File: src/hdl/flvax_pkg.sv
// Package: parse phase codes and fixed constants of the FLV demux core.
package flvax_pkg;

  typedef enum logic [15:0] {
    PH_FILE    = 16'h0001,
    PH_PREV    = 16'h0002,
    PH_TAGHDR  = 16'h0004,
    PH_SKIP    = 16'h0008,
    PH_HEAD    = 16'h0010,
    PH_VTYPE   = 16'h0020,
    PH_ATYPE   = 16'h0040,
    PH_CFG     = 16'h0080,
    PH_NALCT   = 16'h0100,
    PH_NALLEN  = 16'h0200,
    PH_NALDATA = 16'h0400,
    PH_SPS     = 16'h0800,
    PH_PPSHEAD = 16'h1000,
    PH_PPS     = 16'h2000,
    PH_ASC     = 16'h4000,
    PH_AACDATA = 16'h8000
  } phase_t;

  localparam logic [7:0] TAG_VIDEO   = 8'h09;
  localparam logic [7:0] TAG_AUDIO   = 8'h08;
  localparam logic [3:0] CODEC_AVC   = 4'd7;
  localparam logic [3:0] FMT_AAC     = 4'd10;
  localparam logic [7:0] PKT_CONFIG  = 8'h00;
  localparam logic [7:0] PKT_DATA    = 8'h01;
  localparam int unsigned MAX_BURST  = 7;
  localparam logic [0:0] KIND_VIDEO  = 1'b0;
  localparam logic [0:0] KIND_AUDIO  = 1'b1;

endpackage

File: src/hdl/flv_demux_to_annexb_adts_core.sv
// Top level: FLV byte parser producing Annex B video and ADTS audio bytes.
//
//  channel | dir | handshake             | payload
//  in_     | in  | in_valid / in_ready   | in_byte
//  out_    | out | out_valid / out_ready | out_byte stream_kind unit_start run_last timestamp
//
// Each input byte is parsed in the cycle it is accepted; its results (0 to 7)
// are loaded into a burst register and drained one per cycle while out_ready is high.
// A byte giving no result leaves the input ready; a byte giving results holds off
// the next byte until its last result is taken, the burst register drain being the limit.
// Synchronous active-low reset returns the parser to the file header phase.
// out_ready low stalls the drain and, once a burst is pending, the input.
module flv_demux_to_annexb_adts_core
  import flvax_pkg::*;
(
  input  logic        clk,
  input  logic        rst_n,
  input  logic        in_valid,
  output logic        in_ready,
  input  logic [7:0]  in_byte,
  output logic        out_valid,
  input  logic        out_ready,
  output logic [7:0]  out_byte,
  output logic        out_stream_kind,
  output logic        out_unit_start,
  output logic        out_run_last,
  output logic [31:0] out_timestamp
);

  // parser state
  phase_t      ph_r, ph_nxt;
  logic [31:0] sc_r, sc_nxt;
  logic [31:0] hdr_r, hdr_nxt;
  logic [7:0]  kind_r, kind_nxt;
  logic [23:0] size_r, size_nxt;
  logic [31:0] tt_r, tt_nxt;
  logic [23:0] off_r, off_nxt;
  logic [2:0]  nps_r, nps_nxt;
  logic [31:0] la_r, la_nxt;
  logic [31:0] ur_r, ur_nxt;
  logic [1:0]  prof_r, prof_nxt;
  logic [3:0]  rate_r, rate_nxt;
  logic [3:0]  ch_r, ch_nxt;

  // burst register
  logic        obusy_r;
  logic [2:0]  oidx_r, ocnt_r;
  logic [7:0]  obuf_r [MAX_BURST];
  logic        okind_r, ostart_r;
  logic [31:0] ots_r;

  logic [2:0]  ecnt;
  logic [7:0]  ebuf [MAX_BURST];
  logic        ekind, estart;
  logic [12:0] alen;
  logic [2:0]  ach;
  logic        olast, in_acc, out_acc;

  assign olast   = (oidx_r == ocnt_r - 3'd1);
  assign in_ready = !obusy_r || (out_ready && olast);
  assign in_acc  = in_valid && in_ready;
  assign out_acc = out_valid && out_ready;

  assign alen = size_r[12:0] + 13'd5;
  assign ach  = ch_r[2:0];

  // parse one byte
  always_comb begin
    ph_nxt = ph_r;     sc_nxt = sc_r;     hdr_nxt = hdr_r;   kind_nxt = kind_r;
    size_nxt = size_r; tt_nxt = tt_r;     off_nxt = off_r;   nps_nxt = nps_r;
    la_nxt = la_r;     ur_nxt = ur_r;     prof_nxt = prof_r; rate_nxt = rate_r;
    ch_nxt = ch_r;
    ecnt = 3'd0; ekind = KIND_VIDEO; estart = 1'b0;
    for (int i = 0; i < MAX_BURST; i++) ebuf[i] = 8'h00;
    case (ph_r)
      PH_FILE: begin
        if (sc_r >= 32'd5 && sc_r <= 32'd8) hdr_nxt = {hdr_r[23:0], in_byte};
        sc_nxt = sc_r + 32'd1;
        if (sc_nxt >= 32'd9 && sc_nxt >= hdr_nxt) begin
          ph_nxt = PH_PREV;
          sc_nxt = '0;
        end
      end
      PH_PREV: begin
        sc_nxt = sc_r + 32'd1;
        if (sc_nxt >= 32'd4) begin
          ph_nxt = PH_TAGHDR;
          sc_nxt = '0;
        end
      end
      PH_TAGHDR: begin
        if (sc_r == 32'd0) begin
          kind_nxt = in_byte;
          size_nxt = '0;
          tt_nxt   = '0;
        end else if (sc_r <= 32'd3) begin
          size_nxt = {size_r[15:0], in_byte};
        end else if (sc_r <= 32'd6) begin
          tt_nxt = {8'h00, tt_r[15:0], in_byte};
        end else if (sc_r == 32'd7) begin
          tt_nxt = {in_byte, tt_r[23:0]};
        end
        sc_nxt = sc_r + 32'd1;
        if (sc_nxt >= 32'd11) begin
          sc_nxt  = '0;
          off_nxt = '0;
          ph_nxt  = (size_nxt != 24'd0) ? PH_HEAD : PH_PREV;
        end
      end
      default: begin
        case (ph_r)
          PH_HEAD: begin
            if (kind_r == TAG_VIDEO && in_byte[3:0] == CODEC_AVC) ph_nxt = PH_VTYPE;
            else if (kind_r == TAG_AUDIO && in_byte[7:4] == FMT_AAC) ph_nxt = PH_ATYPE;
            else ph_nxt = PH_SKIP;
          end
          PH_VTYPE: begin
            if (in_byte == PKT_CONFIG) begin
              ph_nxt = PH_CFG;
              la_nxt = '0;
            end else if (in_byte == PKT_DATA) ph_nxt = PH_NALCT;
            else ph_nxt = PH_SKIP;
          end
          PH_CFG: begin
            if (off_r == 24'd9) begin
              nps_nxt = {1'b0, in_byte[1:0]} + 3'd1;
            end else if (off_r == 24'd11) begin
              la_nxt = {24'h0, in_byte};
            end else if (off_r == 24'd12) begin
              la_nxt = {16'h0, la_r[7:0], in_byte};
              ecnt = 3'd4; estart = 1'b1; ebuf[3] = 8'h01;
              ur_nxt = la_nxt;
              sc_nxt = '0;
              ph_nxt = (la_nxt != 32'd0) ? PH_SPS : PH_PPSHEAD;
            end
          end
          PH_SPS: begin
            ecnt = 3'd1; ebuf[0] = in_byte;
            ur_nxt = ur_r - 32'd1;
            if (ur_nxt == 32'd0) begin
              ph_nxt = PH_PPSHEAD;
              sc_nxt = '0;
            end
          end
          PH_PPSHEAD: begin
            if (sc_r == 32'd1) begin
              la_nxt = {24'h0, in_byte};
            end else if (sc_r == 32'd2) begin
              la_nxt = {16'h0, la_r[7:0], in_byte};
              ecnt = 3'd4; estart = 1'b1; ebuf[3] = 8'h01;
              ur_nxt = la_nxt;
              ph_nxt = (la_nxt != 32'd0) ? PH_PPS : PH_SKIP;
            end
            sc_nxt = sc_r + 32'd1;
          end
          PH_PPS: begin
            ecnt = 3'd1; ebuf[0] = in_byte;
            ur_nxt = ur_r - 32'd1;
            if (ur_nxt == 32'd0) ph_nxt = PH_SKIP;
          end
          PH_NALCT: begin
            if (off_r >= 24'd4) begin
              ph_nxt = PH_NALLEN;
              sc_nxt = '0;
              la_nxt = '0;
            end
          end
          PH_NALLEN: begin
            la_nxt = {la_r[23:0], in_byte};
            sc_nxt = sc_r + 32'd1;
            if (sc_nxt >= {29'h0, nps_r}) begin
              ecnt = 3'd4; estart = 1'b1; ebuf[3] = 8'h01;
              ur_nxt = la_nxt;
              ph_nxt = (la_nxt != 32'd0) ? PH_NALDATA : PH_NALLEN;
              sc_nxt = '0;
              la_nxt = '0;
            end
          end
          PH_NALDATA: begin
            ecnt = 3'd1; ebuf[0] = in_byte;
            ur_nxt = ur_r - 32'd1;
            if (ur_nxt == 32'd0) begin
              ph_nxt = PH_NALLEN;
              sc_nxt = '0;
              la_nxt = '0;
            end
          end
          PH_ATYPE: begin
            if (in_byte == PKT_CONFIG) ph_nxt = PH_ASC;
            else if (in_byte == PKT_DATA) begin
              // ADTS header in front of the raw frame
              ecnt = 3'd7; estart = 1'b1; ekind = KIND_AUDIO;
              ebuf[0] = 8'hFF;
              ebuf[1] = 8'hF1;
              ebuf[2] = {prof_r, rate_r, 1'b0, ach[2]};
              ebuf[3] = {ach[1:0], 4'h0, alen[12:11]};
              ebuf[4] = alen[10:3];
              ebuf[5] = {alen[2:0], 5'h1F};
              ebuf[6] = 8'hFC;
              ph_nxt = PH_AACDATA;
            end else ph_nxt = PH_SKIP;
          end
          PH_ASC: begin
            if (off_r == 24'd2) begin
              la_nxt = {24'h0, in_byte};
            end else begin
              prof_nxt = la_r[4:3] - 2'd1;
              rate_nxt = {la_r[2:0], in_byte[7]};
              ch_nxt   = in_byte[6:3];
              ph_nxt   = PH_SKIP;
            end
          end
          PH_AACDATA: begin
            ecnt = 3'd1; ebuf[0] = in_byte; ekind = KIND_AUDIO;
          end
          default: ;
        endcase
        // tag end closes any unit
        off_nxt = off_r + 24'd1;
        if (off_nxt >= size_r) begin
          ph_nxt = PH_PREV;
          sc_nxt = '0;
        end
      end
    endcase
  end

  // parser registers
  always_ff @(posedge clk) begin
    if (!rst_n) begin
      ph_r <= PH_FILE; sc_r <= '0; hdr_r <= '0; kind_r <= '0; size_r <= '0;
      tt_r <= '0; off_r <= '0; nps_r <= 3'd4; la_r <= '0; ur_r <= '0;
      prof_r <= '0; rate_r <= '0; ch_r <= '0;
    end else if (in_acc) begin
      ph_r <= ph_nxt; sc_r <= sc_nxt; hdr_r <= hdr_nxt; kind_r <= kind_nxt;
      size_r <= size_nxt; tt_r <= tt_nxt; off_r <= off_nxt; nps_r <= nps_nxt;
      la_r <= la_nxt; ur_r <= ur_nxt; prof_r <= prof_nxt; rate_r <= rate_nxt;
      ch_r <= ch_nxt;
    end
  end

  // burst control; the index stays on the last entry once drained
  always_ff @(posedge clk) begin
    if (!rst_n) begin
      obusy_r <= 1'b0;
      oidx_r  <= '0;
      ocnt_r  <= '0;
    end else if (in_acc && ecnt != 3'd0) begin
      obusy_r <= 1'b1;
      oidx_r  <= '0;
      ocnt_r  <= ecnt;
    end else if (out_acc) begin
      if (olast) obusy_r <= 1'b0;
      else oidx_r <= oidx_r + 3'd1;
    end
  end

  // burst payload
  always_ff @(posedge clk) begin
    if (in_acc && ecnt != 3'd0) begin
      obuf_r   <= ebuf;
      okind_r  <= ekind;
      ostart_r <= estart;
      ots_r    <= tt_r;
    end
  end

  assign out_valid       = obusy_r;
  assign out_byte        = obuf_r[oidx_r];
  assign out_stream_kind = okind_r;
  assign out_unit_start  = ostart_r && (oidx_r == 3'd0);
  assign out_run_last    = olast;
  assign out_timestamp   = ots_r;

endmodule

File: config.mk
export PLATFORM = sky130hd
export DESIGN_NAME = flv_demux_to_annexb_adts_core
export DESIGN_NICKNAME = d
export VERILOG_FILES = /design/src/hdl/flvax_pkg.sv /design/src/hdl/flv_demux_to_annexb_adts_core.sv
export SDC_FILE = /design/constraint.sdc
export NUM_CORES = 1
export LEC_CHECK = 0
export ABC_AREA = 1
export BUFFER_PORTS_ARGS = -buffer_cell sky130_fd_sc_hd__buf_2
export CAP_MARGIN = 10
export CORE_MARGIN = 1
export CORE_UTILIZATION = 63
export CTS_CLUSTER_SIZE = 30
export DETAILED_ROUTE_END_ITERATION = 10
export PLACE_DENSITY = 0.79
export SYNTH_ARGS = -nofsm -noshare
export SYNTH_HDL_FRONTEND = slang
export SYNTH_SLANG_ARGS = --single-unit
File: constraint.sdc
create_clock -name clk -period 4.85 [get_ports clk]
set_clock_uncertainty 0.15 [all_clocks]
set_input_delay 0.2425 -clock clk [delete_from_list [all_inputs] [get_ports clk]]
set_output_delay 0.2425 -clock clk [all_outputs]
set_load 0.005 [all_outputs]
==> results of run 1 <==
[cells in the mapped netlist, drive strengths merged (5+ instances only)]
master	count	area, um^2
nand2	605	2320
nor2	376	1560
inv	323	1210
a21oi	266	1340
o21ai	244	1220
dfxtp	243	4860
nand3	156	851
nand4	91	576
ha	78	976
clkbuf	65	248
edfxtp	65	1950
nor3	51	260
xor2	43	377
buf	31	183
mux2	18	203
o211ai	13	97.6
nor4	11	75.1
o22ai	8	50.1
a31oi	5	31.3
clkinv	5	18.8
[final cells by class]
cell class / instances / area share
tap: 384 / 0.0233
sequential: 308 / 0.330
timing repair buffer: 95 / 0.0309
inverter: 328 / 0.0600
multi-input combinational: 1999 / 0.498
clock inverter: 20 / 0.0107
clock buffer: 44 / 0.0465
[kinds of logic (layout without fill, tap and decap cells)]
group,after synthesis,count (layout),share of synthesized area
compound gates,555,555,0.155
xor+xnor,45,45,0.0211
fa+ha+maj,78,78,0.0522
buf+inv,424,487,0.0889
flops,308,308,0.365
mux,20,20,0.0119
simple gates,1301,1301,0.306
[per-layer routing]
| metal | vias to the layer above | share of wire | global-route usage |
|---|---|---|---|
| met5 | - | 0 | 0 |
| met4 | 0 | 0.030 | 0.124 |
| met3 | 136 | 0.080 | 0.0448 |
| met2 | 911 | 0.47 | 0.605 |
| met1 | 8767 | 0.42 | 0.492 |
| li1 | 9127 | - | - |
[power breakdown]
group | internal, mW | switching [mW]
Combinational | 1.62 | 3.71
Sequential | 2.91 | 0.341
Clock | 1.59 | 1.12
[sequential cells by signal, summed over array words and instances (netlist names), 16 cells and up]
| signal | flops |
|---|---|
| sc_r | 32 |
| hdr_r | 32 |
| ph_r | 16 |
| obuf_r | 31 |
| la_r | 24 |
| ur_r | 32 |
| size_r | 24 |
| off_r | 24 |
| out_timestamp | 32 |
| tt_r | 32 |
[worst paths after layout]
check,endpoint,from,cells after the start
setup / recovery,ph_r[8],off_r[1],30
hold / removal,nps_r[0],in_byte[0],2
setup reg to reg,ph_r[8],off_r[1],30
hold reg to reg,out_timestamp[30],tt_r[30],0
[layout by cell type, fill, tap and decap left out, types with 3 or more instances in the layout]
cell type and count:
nand2_1 590, nor2_1 345, inv_1 313, a21oi_1 264
dfxtp_1 243, o21ai_0 230, nand3_1 141, nand4_1 90
ha_1 78, edfxtp_1 65, buf_2 55, nor3_1 47
xor2_1 43, clkbuf_16 35, buf_4 29, mux2_2 18
nor2_2 17, nand3_2 14, o21ai_1 14, o211ai_1 13
nor2_4 12, nand2_2 12, nor4_1 10, inv_2 9
clkinv_1 9, o22ai_1 8, clkinv_2 7, dlygate4sd3_1 7
a31oi_1 5, clkbuf_8 5, nor3_2 4, clkbuf_1 4
nand2_4 3, a32o_1 3, bufinv_16 3, buf_12 3
[through the flow]
stage               worst slack, ns   util  hold slack, ns  setup TNS, ns
finish                        0.379  0.713          0.0249              0
floorplan                     0.851      -           0.182              0
global route                -0.0210  0.713         0.00629        -0.0765
global placement              0.278  0.665           0.264              0
CTS                          0.0138  0.709          0.0189              0
detailed placement           0.0647  0.665           0.267              0
[what timing repair did]
action / 4_1_cts / 5_1_grt
setup endpoints to repair: 0 / 48
hold buffers: 7 / 0
buffers inserted: 0 / 8
resized for setup: 0 / 18
hold endpoints to repair: 20 / 0
==> flow_summary.ini, run 1 <==
[outcome]
status = completed

[placement]
placed_cells_incl_taps = 3099
hpwlAfterDp_um = 41400
place_area_um2 = 19300
port_buffers = 56
gp_congestion = 0.996

[timing]
slew_headroom = 0.331
worst_pin_slew_ns = 1.00
hold_viol = 0
slew_viol_final = 0
max_freq_mhz = 224
period_needed_ns = 4.47
finalCritPeriodShare = 0.922
setup_violations = 0

[worst_setup_path]
critPathKind = flop to flop
cp-end-kind = flop
crit_path_frequent_cell = nor2_1
cp_max_fo = 6
rrSetupSlack_ns = 0.38
cp_slowest_cell = dfxtp_1
arrival_ns = 4.73
cp_num_buf_inv = 4
worstSetupStartpointType = flop
required_ns = 5.11
slowest_delay_ns = 0.39
cpLargestDelayFamily = simple AND/OR/NAND/NOR gates

[floorplan]
io_pins = 57
num_rows = 62
start_util = 0.646
fp.dieH_um = 174
die_w_um = 174
core-area_um2 = 28900
die_area_um2 = 30400

[route]
drt-vias-per-instance = 5.96
postRouteWirelength_um = 56200
detail-route-antenna-nets = 0
drc = 0
num_vias = 18900
avgRoutedWirePerCell_um = 17.7
drtPass1Iterations = 6
drt_iter0_markers = 1948

[yosys]
avgSynthCellArea_um2 = 6.85
synth_fp_nets = 2821
synthCells = 2731
synth_cell_types = 59
syn_area_um2 = 18700
synthArstFlopShare = 0
yosysWarnings = 0
ys.flop_type = dfxtp_1
yosysSeqAreaShare = 0.365
synth-seq-cells = 308
synth_edf_count = 65

[final_layout]
syn_to_final_growth_pct = 10.4
fillers = 2436
antennaDiodeCount = 0
final_cell_area_um2 = 20600
nets = 2857
multi_input_area_um2 = 10300
drive_gt1_frac = 0.0877
instances_no_fill = 3178
seq_area_um2 = 6820

[power_and_ir_drop]
p_leak_nw = 8.95
total_power_mw = 11.3
pwr_density_cell_nw_per_um2 = 548
ir_worst_vdd_v = 0.000451

[cts]
cts_tree = done
cts_buffers = 35
htreeDepth = 2
clk_pin_slew_ns = 0.06
cts_sinks = 308
clock_latency_ns = 0.53
ctsLongestPathBuffers = 3
cts_root_buffer = clkbuf_16

[global_routing]
grt_pass1_vias = 17200
track_usage = 0.365
grt_pass1_wl_um = 89400
antenna_found_initial = 0
grt_remaining_overflow = 0
grt_max_degree = 99

[worst_hold_path]
hold_class = input pin to flop

[run]
maxCapViolations = 0
Note: power is estimated with default switching activity, not from simulation.
==> run 2, diff against run 1 <==
- CORE_UTILIZATION: 63 -> 60
- PLACE_DENSITY: 0.79 -> 0.75
- SKIP_CTS_REPAIR_TIMING: default -> 1
==> run 2 against run 1 <==
Sequential cell count unchanged. First-iteration DRC count is 16% lower. Count of clock-buffer cells in the layout is 2 higher. Critical path type unchanged. Largest power group unchanged. Critical endpoint is now ph_r[5]. Non-clock buffer count fell by 8.
==> flow_summary.ini, run 2 (synthesized netlist as in run 1, its figures left out) <==
[final_layout]
fin_util = 0.678
nets = 2850
instances_no_fill = 3183
final_cell_area_um2 = 20700
syn_to_final_growth_pct = 10.9
layout_commonest_cell = nand2_1
final_cell_mix = nand2_1 (590), nor2_1 (344), inv_1 (313)
drive_gt1_frac = 0.0865
antennaDiodeCount = 0

[timing]
tns_ns = 0
period_needed_ns = 4.43
finalCritPeriodShare = 0.914
slew_headroom = 0.257
setup_violations = 0
hold_viol = 0
worst_pin_slew_ns = 1.11
slew_viol_final = 0
max_freq_mhz = 225

[cts]
cts_sinks = 308
htreeDepth = 2
clock_latency_ns = 0.54
cts_root_buffer = clkbuf_16
clk_pin_slew_ns = 0.06
cts_buffers = 36
cts_tree = done
ctsLongestPathBuffers = 3

[route]
drt-met1-wl_um = 24200
postRouteWirelength_um = 56400
num_vias = 18700
highest_layer = met4
wl_met3_um = 4220
drc = 0
drt-vias-per-instance = 5.86
wl_met2_um = 25900
drt_iter0_markers = 1634
drtPass1Iterations = 8
avgRoutedWirePerCell_um = 17.7
detail-route-antenna-nets = 0

[power_and_ir_drop]
ir_worst_vdd_v = 0.000513
pwr_density_cell_nw_per_um2 = 560
p_leak_nw = 8.98
total_power_mw = 11.6

[worst_setup_path]
required_ns = 5.13
critPathKind = flop to flop
cp_slowest_cell = dfxtp_1
worstSetupStartpointType = flop
cp_max_fo = 8
cp-end-kind = flop
rrSetupSlack_ns = 0.42
reg2reg_to = ph_r[5]
r2r-start = off_r[0]
reg2reg_depth = 31
slowest_delay_ns = 0.40
arrival_ns = 4.71
crit_path_frequent_cell = nand2_1
startpoint = off_r[0]

[global_routing]
grt_pass1_wl_um = 87900
track_usage = 0.350
grt_remaining_overflow = 0
grt_max_degree = 119
antenna_found_initial = 0
grt_pass1_vias = 16700

[outcome]
status = completed

[placement]
place_area_um2 = 19300
placed_cells_incl_taps = 3110
port_buffers = 56
gp_congestion = 0.998
hpwlAfterDp_um = 41200

[worst_hold_path]
hold_class = input pin to flop
holdPathStages = 3
holdPathEnd = la_r[5]
hold_path_startpoint = in_byte[5]

[floorplan]
core-area_um2 = 30600
die_area_um2 = 31900
fp.dieH_um = 179
io_pins = 57
num_rows = 64
die_w_um = 179
start_util = 0.611

[run]
maxCapViolations = 0
-- run 2: cell types whose count changed in the layout (fill, tap and decap cells not counted), sizes merged --
cell      before  now
clkinv        18   12
inv          327  325
buf           88   80
clkinvlp       0    2
bufinv         3    8
clkbuf        44   46
-- run 2: worst max path at each step --
stage | slack, ns | to
floorplan | 0.85 | obuf_r[13]
global placement | 0.43 | sc_r[10]
detailed placement | 0.24 | sc_r[20]
CTS | 0.21 | sc_r[30]
global route | -0.04 | sc_r[6]
finish | 0.42 | ph_r[5]
-- run 2: critical path: cells and delay by family (launching register included) --
| kind | cells | cell delay [ns] |
|---|---|---|
| AO/OA/AOI/OAI | 2 | 0.31 |
| AND/OR/NAND/NOR | 20 | 2.07 |
| buffers and inverters | 6 | 0.68 |
| flip-flops | 1 | 0.40 |
| adder cells (fa/ha/maj) | 2 | 0.51 |
| XOR/XNOR | 1 | 0.20 |
-- run 2: cell type report --
type,count,area [um^2]
fill,2766,9860
inverter,328,1240
sequential,308,6820
multi-input combinational,1999,10300
clock buffer,46,1020
timing repair buffer,87,571
tap,396,495
clock inverter,19,333
-- run 2: power breakdown --
part	leakage, nW	internal [mW]	switching, mW
Combinational	5.81	1.58	3.69
Sequential	2.51	2.91	0.345
Clock	0.659	1.93	1.14
Total	8.98	6.42	5.17
-- run 2: metrics by stage --
stage	hold slack, ns	worst slack (ns)
final	0.0349	0.415
after global routing	0.00953	-0.0432
after detailed placement	0.266	0.243
after floorplan	0.182	0.851
after global placement	0.263	0.433
after CTS	-0.0936	0.212
-- run 2: routing by layer --
metal	vias up	GRT usage
li1	9111	-
met4	0	0.133
met5	-	0
met2	765	0.560
met3	124	0.0507
met1	8660	0.474
